[src/rtl/gfse_pkg.sv]
// Types and constants of the gap-filled speed estimator.
package gfse_pkg;

    localparam int POS_W     = 13;
    localparam int SCALE_W   = 24;
    localparam int RATE_W    = 10;
    localparam int SPEED_W   = 32;
    localparam int GAP_W     = 6;
    localparam int RUN_W     = GAP_W + 1;
    localparam int DIV_W     = GAP_W + 1;
    localparam int PROD1_W   = POS_W + SCALE_W;
    localparam int PROD_W    = PROD1_W + RATE_W;
    localparam int DIV_STEPS = PROD_W;
    localparam int STEP_W    = $clog2(DIV_STEPS);
    localparam int CFG_IDX_W = 1;
    localparam int CFG_W     = SCALE_W;

    localparam logic [GAP_W-1:0]   MAX_GAP     = 6'd63;
    localparam logic [SCALE_W-1:0] SCALE_RESET = 24'd65536;
    localparam logic [RATE_W-1:0]  RATE_RESET  = 10'd25;

    localparam logic [CFG_IDX_W-1:0] CFG_PIXEL_SCALE = 1'd0;
    localparam logic [CFG_IDX_W-1:0] CFG_FRAME_RATE  = 1'd1;

    typedef enum logic [1:0] {
        ST_IDLE,
        ST_CALC,
        ST_EMIT
    } top_state_t;

    typedef enum logic [2:0] {
        AR_IDLE,
        AR_MUL1,
        AR_MUL2,
        AR_DIV,
        AR_DONE
    } arith_state_t;

    typedef struct packed {
        logic             start;
        logic [POS_W-1:0] diff;
        logic [DIV_W-1:0] divisor;
    } arith_req_t;

    typedef struct packed {
        logic               done;
        logic [SPEED_W-1:0] quotient;
    } arith_rsp_t;

endpackage

[src/rtl/gap_filled_speed_estimator_unit.sv]
// Top level of the gap-filled speed estimator: sequencer, state and result run.
// A present frame goes from its transaction to the first result through two
//   multiply steps, 47 divide steps in the shared divider and the handoff.
// Throughput: a run of N results then leaves at one per cycle without stall;
//   the next frame is taken in the cycle after the last result of the run.
// Reset (rst_n low, asynchronous) clears reference and gap count and restores
//   pixel_scale to 65536 (1.0 m/pixel) and frame_rate to 25.
module gap_filled_speed_estimator_unit
    import gfse_pkg::*;
(
    input  logic                 clk,
    input  logic                 rst_n,
    // frame channel
    input  logic                 in_valid,
    output logic                 in_stall,
    input  logic [POS_W-1:0]     position,
    input  logic                 present,
    input  logic                 series_end,
    // result channel
    output logic                 out_valid,
    input  logic                 out_stall,
    output logic [SPEED_W-1:0]   speed_value,
    output logic                 has_speed,
    output logic                 run_last,
    // configuration write port
    input  logic                 cfg_we,
    input  logic [CFG_IDX_W-1:0] cfg_index,
    input  logic [CFG_W-1:0]     cfg_data
);

    top_state_t          state_reg, state_next;

    logic [SCALE_W-1:0]  pixel_scale_reg;
    logic [RATE_W-1:0]   frame_rate_reg;

    // Tracking state kept between frames
    logic [POS_W-1:0]    ref_pos_reg, ref_pos_next;
    logic                ref_valid_reg, ref_valid_next;
    logic [GAP_W-1:0]    missing_reg, missing_next;

    // Pending run of results
    logic [RUN_W-1:0]    emit_count_reg, emit_count_next;
    logic [SPEED_W-1:0]  emit_speed_reg, emit_speed_next;
    logic                emit_has_reg, emit_has_next;

    logic                in_accept;
    logic                out_accept;
    logic                gap_full;
    logic [RUN_W-1:0]    missing_plus1;
    logic [POS_W-1:0]    abs_diff;

    arith_req_t          req;
    arith_rsp_t          rsp;

    assign in_accept     = in_valid && !in_stall;
    assign out_accept    = out_valid && !out_stall;
    assign gap_full      = (missing_reg >= MAX_GAP);
    assign missing_plus1 = RUN_W'(missing_reg) + RUN_W'(1);
    assign abs_diff      = (position >= ref_pos_reg) ? (position - ref_pos_reg)
                                                     : (ref_pos_reg - position);

    // Divider request: distance is zero without a reference
    always_comb
    begin
        req.start   = in_accept && present;
        req.diff    = ref_valid_reg ? abs_diff : '0;
        req.divisor = missing_plus1;
    end

    gfse_arith u_arith (
        .clk         (clk),
        .rst_n       (rst_n),
        .req         (req),
        .pixel_scale (pixel_scale_reg),
        .frame_rate  (frame_rate_reg),
        .rsp         (rsp)
    );

    // Next state
    always_comb
    begin
        state_next = state_reg;
        case (state_reg)
            ST_IDLE:
            begin
                if (in_accept)
                begin
                    if (present)
                        state_next = ST_CALC;
                    else if (gap_full || series_end)
                        state_next = ST_EMIT;
                end
            end
            ST_CALC: if (rsp.done) state_next = ST_EMIT;
            ST_EMIT: if (out_accept && emit_count_reg == RUN_W'(1)) state_next = ST_IDLE;
            default: state_next = ST_IDLE;
        endcase
    end

    // Handshake outputs follow the state alone
    always_comb
    begin
        in_stall  = (state_reg != ST_IDLE);
        out_valid = (state_reg == ST_EMIT);
    end

    assign speed_value = emit_speed_reg;
    assign has_speed   = emit_has_reg;
    assign run_last    = (emit_count_reg == RUN_W'(1));

    // Frame bookkeeping and run setup
    always_comb
    begin
        ref_pos_next    = ref_pos_reg;
        ref_valid_next  = ref_valid_reg;
        missing_next    = missing_reg;
        emit_count_next = emit_count_reg;
        emit_speed_next = emit_speed_reg;
        emit_has_next   = emit_has_reg;

        if (in_accept)
        begin
            if (present)
            begin
                // speed for every pending frame plus this one
                emit_count_next = missing_plus1;
                emit_has_next   = 1'b1;
                ref_pos_next    = position;
                ref_valid_next  = 1'b1;
                missing_next    = '0;
            end
            else if (gap_full)
            begin
                // gap overflow: drop the reference, flush without speed
                emit_count_next = missing_plus1;
                emit_has_next   = 1'b0;
                emit_speed_next = '0;
                missing_next    = '0;
                ref_valid_next  = 1'b0;
            end
            else
            begin
                missing_next = missing_plus1[GAP_W-1:0];
                if (series_end)
                begin
                    emit_count_next = missing_plus1;
                    emit_has_next   = 1'b0;
                    emit_speed_next = '0;
                end
            end

            // series end: forget the reference after the frame itself
            if (series_end)
            begin
                ref_valid_next = 1'b0;
                ref_pos_next   = '0;
                missing_next   = '0;
            end
        end

        if (state_reg == ST_CALC && rsp.done)
            emit_speed_next = rsp.quotient;

        if (out_accept)
            emit_count_next = emit_count_reg - RUN_W'(1);
    end

    always_ff @(posedge clk or negedge rst_n)
    begin
        if (!rst_n)
        begin
            state_reg      <= ST_IDLE;
            ref_pos_reg    <= '0;
            ref_valid_reg  <= 1'b0;
            missing_reg    <= '0;
            emit_count_reg <= '0;
        end
        else
        begin
            state_reg      <= state_next;
            ref_pos_reg    <= ref_pos_next;
            ref_valid_reg  <= ref_valid_next;
            missing_reg    <= missing_next;
            emit_count_reg <= emit_count_next;
        end
    end

    always_ff @(posedge clk)
    begin
        emit_speed_reg <= emit_speed_next;
        emit_has_reg   <= emit_has_next;
    end

    // Configuration registers
    always_ff @(posedge clk or negedge rst_n)
    begin
        if (!rst_n)
        begin
            pixel_scale_reg <= SCALE_RESET;
            frame_rate_reg  <= RATE_RESET;
        end
        else if (cfg_we)
        begin
            case (cfg_index)
                CFG_PIXEL_SCALE: pixel_scale_reg <= cfg_data[SCALE_W-1:0];
                CFG_FRAME_RATE:  frame_rate_reg  <= cfg_data[RATE_W-1:0];
                default:
                begin
                end
            endcase
        end
    end

endmodule

[src/rtl/gfse_arith.sv]
// Shared arithmetic unit: two multiply steps, then a bit-serial restoring divide.
module gfse_arith
    import gfse_pkg::*;
(
    input  logic               clk,
    input  logic               rst_n,
    input  arith_req_t         req,
    input  logic [SCALE_W-1:0] pixel_scale,
    input  logic [RATE_W-1:0]  frame_rate,
    output arith_rsp_t         rsp
);

    arith_state_t        state_reg, state_next;
    logic [STEP_W-1:0]   step_reg, step_next;
    logic [POS_W-1:0]    diff_reg, diff_next;
    logic [DIV_W-1:0]    divisor_reg, divisor_next;
    logic [PROD_W-1:0]   work_reg, work_next;
    logic [GAP_W-1:0]    rem_reg, rem_next;
    logic [DIV_W-1:0]    trial;
    logic                qbit;

    // Next state
    always_comb
    begin
        state_next = state_reg;
        case (state_reg)
            AR_IDLE: if (req.start) state_next = AR_MUL1;
            AR_MUL1: state_next = AR_MUL2;
            AR_MUL2: state_next = AR_DIV;
            AR_DIV:  if (step_reg == '0) state_next = AR_DONE;
            AR_DONE: state_next = AR_IDLE;
            default: state_next = AR_IDLE;
        endcase
    end

    // Divide step: shift in one dividend bit, subtract when it fits
    assign trial = {rem_reg, work_reg[PROD_W-1]};
    assign qbit  = (trial >= divisor_reg);

    always_comb
    begin
        step_next    = step_reg;
        diff_next    = diff_reg;
        divisor_next = divisor_reg;
        work_next    = work_reg;
        rem_next     = rem_reg;
        case (state_reg)
            AR_IDLE:
            begin
                if (req.start)
                begin
                    diff_next    = req.diff;
                    divisor_next = req.divisor;
                end
            end
            AR_MUL1:
            begin
                work_next = PROD_W'(PROD1_W'(diff_reg) * PROD1_W'(pixel_scale));
            end
            AR_MUL2:
            begin
                work_next = PROD_W'(work_reg[PROD1_W-1:0]) * PROD_W'(frame_rate);
                rem_next  = '0;
                step_next = STEP_W'(DIV_STEPS - 1);
            end
            AR_DIV:
            begin
                rem_next  = qbit ? GAP_W'(trial - divisor_reg) : trial[GAP_W-1:0];
                work_next = {work_reg[PROD_W-2:0], qbit};
                step_next = step_reg - STEP_W'(1);
            end
            default:
            begin
            end
        endcase
    end

    // Outputs: saturate the quotient to the speed width
    always_comb
    begin
        rsp.done     = (state_reg == AR_DONE);
        rsp.quotient = (|work_reg[PROD_W-1:SPEED_W]) ? '1 : work_reg[SPEED_W-1:0];
    end

    always_ff @(posedge clk or negedge rst_n)
    begin
        if (!rst_n)
        begin
            state_reg <= AR_IDLE;
            step_reg  <= '0;
        end
        else
        begin
            state_reg <= state_next;
            step_reg  <= step_next;
        end
    end

    always_ff @(posedge clk)
    begin
        diff_reg    <= diff_next;
        divisor_reg <= divisor_next;
        work_reg    <= work_next;
        rem_reg     <= rem_next;
    end

endmodule

[config.mk]
export PLATFORM = sky130hd
export DESIGN_NAME = gap_filled_speed_estimator_unit
export DESIGN_NICKNAME = d
export VERILOG_FILES = /design/src/rtl/gfse_pkg.sv /design/src/rtl/gap_filled_speed_estimator_unit.sv /design/src/rtl/gfse_arith.sv
export SDC_FILE = /design/constraint.sdc
export NUM_CORES = 2
export LEC_CHECK = 0
export ABC_AREA = 1
export BUFFER_PORTS_ARGS = -buffer_cell sky130_fd_sc_hd__buf_4
export CAP_MARGIN = 5
export CORE_MARGIN = 1.5
export CORE_UTILIZATION = 40
export DETAILED_ROUTE_END_ITERATION = 6
export HOLD_SLACK_MARGIN = 0.05
export PLACE_DENSITY = 0.52
export SETUP_SLACK_MARGIN = 0.1
export SLEW_MARGIN = 20
export SYNTH_ARGS = -nofsm -noshare
export SYNTH_HDL_FRONTEND = slang
export SYNTH_SLANG_ARGS = --single-unit
export TNS_END_PERCENT = 10
[constraint.sdc]
create_clock -name clk -period 7.5 [get_ports clk]
set_input_delay 1.125 -clock clk [delete_from_list [all_inputs] [get_ports clk]]
set_output_delay 1.125 -clock clk [all_outputs]
set_load 0.02 [all_outputs]
==> results.tsv <==
stage	metric	value	unit
cts	cts_tree	yes	
cts	cts_resized	0	
worst_hold_path	worstHoldPathType	reg2reg	
sta	setup_viol	0	
cts	cts_max_level	4	
logic_synthesis	yosysWarnings	0	
placement	gp_congestion	0.952	
detailed_routing	wire_per_inst	16.5	um
outcome	status	complete, no violations	
final_layout	fillers	8473	
placement	placed_area	0.0339	mm^2
cts	clk_latency	500	ps
sta	hold_viol_final	0	
placement	io_buffers	80	
cts	cts_buffers	17	
sta	fin_crit_sh	0.824	
logic_synthesis	synthesis.nets	5164	
sta	tns	0	ps
worst_setup_path	cp-start-kind	flop	
cts	clock_path_buffers	2	
die	die_area	0.0827	mm^2
sta	relSlewSlack	0.296	
logic_synthesis	async_flop_share	0.404	
global_routing	grt_remaining_overflow	0	
global_routing	grt_start_max_net_pins	57	
cts	cts_num_sinks	178	
sta	rsz0062_at_grt	no	
die	rows	104	
die	die_w	288	um
final_layout	fin_area	0.0344	mm^2
logic_synthesis	synth_cell_types	48	
worst_setup_path	worstPathMaxFanout	26	
global_routing	antenna_found_initial	0	
worst_setup_path	crit_arrival	6440	ps
cts	cts_root_buf	clkbuf_16	
sta	worst_pin_slew	1060	ps
detailed_routing	vias	26300	
final_layout	fin_cells	5424	
detailed_routing	drt_wl_total	89.7	mm
global_routing	grt_use_total	0.229	
sta	skew	17.4	ps
cts	cts_setup_buffers	0	
worst_setup_path	crit_path_end_kind	flop	
detailed_routing	drc_errors	0	
die	ios	81	
logic_synthesis	netlist_area	0.0324	mm^2
global_routing	grt_pass1_vias	26700	
die	fp.dieH	288	um
detailed_routing	drt-pass1-iter-count	6	
worst_setup_path	critPathRequiredTime	7750	ps
cts	cts_hold_buf	0	
final_layout	area_growth	6.27	%
die	start_util	0.403	
sta	finalMaxSlewViolations	0	
global_routing	grt_pass1_wl	147	mm
cts	clk_pin_slew_worst_paths	80	ps
placement	post-dp-hpwl	72.1	mm
logic_synthesis	avgSynthCellArea	7.37	um^2
sta	fmax	162	MHz
sta	min_period	6180	ps
logic_synthesis	syn_inst	4395	
final_layout	drive_gt1_frac	0.0435	
logic_synthesis	ys_ff_latch	178	
detailed_routing	vias_per_cell	4.84	
logic_synthesis	synth_ff_type	edfxtp_1	
detailed_routing	drt_iter0_markers	1847	
detailed_routing	antenna_left	0	
logic_synthesis	seq_area_frac_synth	0.154	
logic_synthesis	synth_enable_flop_cells	106	
flow_run	drv_cap	0	
final_layout	largest_register_ffs	47	
die	coreArea	0.0804	mm^2
worst_setup_path	critPathKind	reg2reg	
final_layout	fin_nets	5119	
placement	place_inst	5391	
## critical path, cell delays in order, from the launching register on
cell and delay [ps]:
dfrtp_1 1020, buf_4 340, nand2_1 100, fa_1 530, inv_1 50, fa_1 490, inv_1 50, fa_1 530
inv_1 50, fa_1 470, inv_1 50, fa_1 470, inv_1 40, ha_1 390, nand2_1 170, nor2_1 230
nand2_1 150, nor2_1 210, nand4_1 240, nand3_1 150, nand2_1 50, nand3_1 80, nand2_1 60
## placed cells by master, fill, tap and decap left out, types with 5 or more instances in the layout
master	n
a21oi_1	125
buf_4	106
clkbuf_16	17
dfrtp_1	67
edfxtp_1	106
fa_1	523
ha_1	201
inv_1	1147
inv_2	5
inv_6	6
mux2_2	14
nand2_1	1367
nand3_1	154
nand3b_1	13
nand4_1	22
nor2_1	176
nor2_4	5
nor3_1	22
o211ai_1	8
o21ai_0	138
o21ai_1	7
o21bai_1	14
o22ai_1	16
or2_2	12
xnor2_1	13
xor2_1	25
## layout make-up
class	count	area, um^2	share of cell area
Antenna cell	1	2.50	0.0000727
Clock buffer	19	433	0.0126
Clock inverter	13	136	0.00396
Inverter	1152	4320	0.126
Multi-Input combinational cell	2895	22400	0.651
Sequential cell	178	4990	0.145
Tap cell	1060	1330	0.0385
Timing Repair Buffer	106	796	0.0231
## cell usage after synthesis (2+ instances only)
master / n / share of area
a21boi_0: 4 / 0.00093
a21o_1: 4 / 0.00093
a21oi_1: 125 / 0.019
a21oi_2: 3 / 0.00081
a22oi_1: 3 / 0.00069
a31oi_1: 2 / 0.00039
and2_1: 4 / 0.00077
buf_1: 15 / 0.0017
buf_2: 14 / 0.0022
buf_4: 2 / 0.00046
buf_6: 3 / 0.0010
clkbuf_1: 134 / 0.016
clkbuf_2: 2 / 0.00031
dfrtp_1: 68 / 0.053
dfstp_2: 4 / 0.0032
edfxtp_1: 106 / 0.098
fa_1: 523 / 0.32
ha_1: 201 / 0.078
inv_1: 1147 / 0.13
inv_2: 5 / 0.00058
mux2_2: 14 / 0.0049
nand2_1: 1367 / 0.16
nand3_1: 154 / 0.024
nand3_2: 2 / 0.00062
nand3b_1: 13 / 0.0030
nand4_1: 22 / 0.0042
nor2_1: 180 / 0.021
nor2_2: 2 / 0.00039
nor2_4: 3 / 0.0010
nor3_1: 23 / 0.0036
nor4_1: 4 / 0.00077
o211ai_1: 8 / 0.0019
o21ai_0: 138 / 0.021
o21ai_1: 7 / 0.0011
o21bai_1: 14 / 0.0032
o22ai_1: 16 / 0.0031
or2_2: 12 / 0.0023
xnor2_1: 13 / 0.0035
xor2_1: 25 / 0.0068
## layer usage
layer	wire [um]	global-route usage	vias to the layer above
met5	0	0	-
met4	1580	0.0509	0
met3	4500	0.0289	87
met2	40800	0.366	606
met1	42800	0.329	12800
li1	-	-	12800
## metrics by stage
stage	setup slack (ps)	hold slack, ps	utilization
finish	1320	476	0.428
global route	974	536	0.428
CTS	1440	478	0.428
detailed placement	1460	466	0.421
global placement	1440	462	0.421
floorplan	2300	446	-
## kinds of logic (layout without fill, tap and decap cells)
group                      count (synthesis)  in the layout  synth area share
DFF                                      178            178             0.154
adders and majority gates                724            724             0.401
muxes                                     14             14           0.00487
buffers and inverters                   1322           1290             0.155
and+or+nand+nor                         1790           1790             0.221
other                                      0              1                 0
xor gates and xnor gates                  38             38            0.0103
AOI/OAI and AO/OA                        329            329            0.0549
## path summary, 6_finish.rpt
kind                                                  from                              end  slack, ps  depth (start not counted)
max reg2reg                  frame_rate_reg[2]$_DFFE_PN0P_   u_arith.work_reg[42]$_DFFE_PP_       1320                         22
min in group asynchronous                            rst_n       ref_pos_reg[7]$_DFFE_PN0P_        580                          1
min                        u_arith.step_reg[5]$_DFFE_PN0N_  u_arith.step_reg[5]$_DFFE_PN0N_        480                          1
max in group asynchronous                            rst_n    frame_rate_reg[9]$_DFFE_PN0P_       5860                          2
min reg2reg                u_arith.step_reg[5]$_DFFE_PN0N_  u_arith.step_reg[5]$_DFFE_PN0N_        480                          1
max                          frame_rate_reg[2]$_DFFE_PN0P_   u_arith.work_reg[42]$_DFFE_PP_       1320                         22
Power is left out: the tool's default activity adds up to more than one toggle a clock period on the data nets, which glitch-free logic cannot reach.
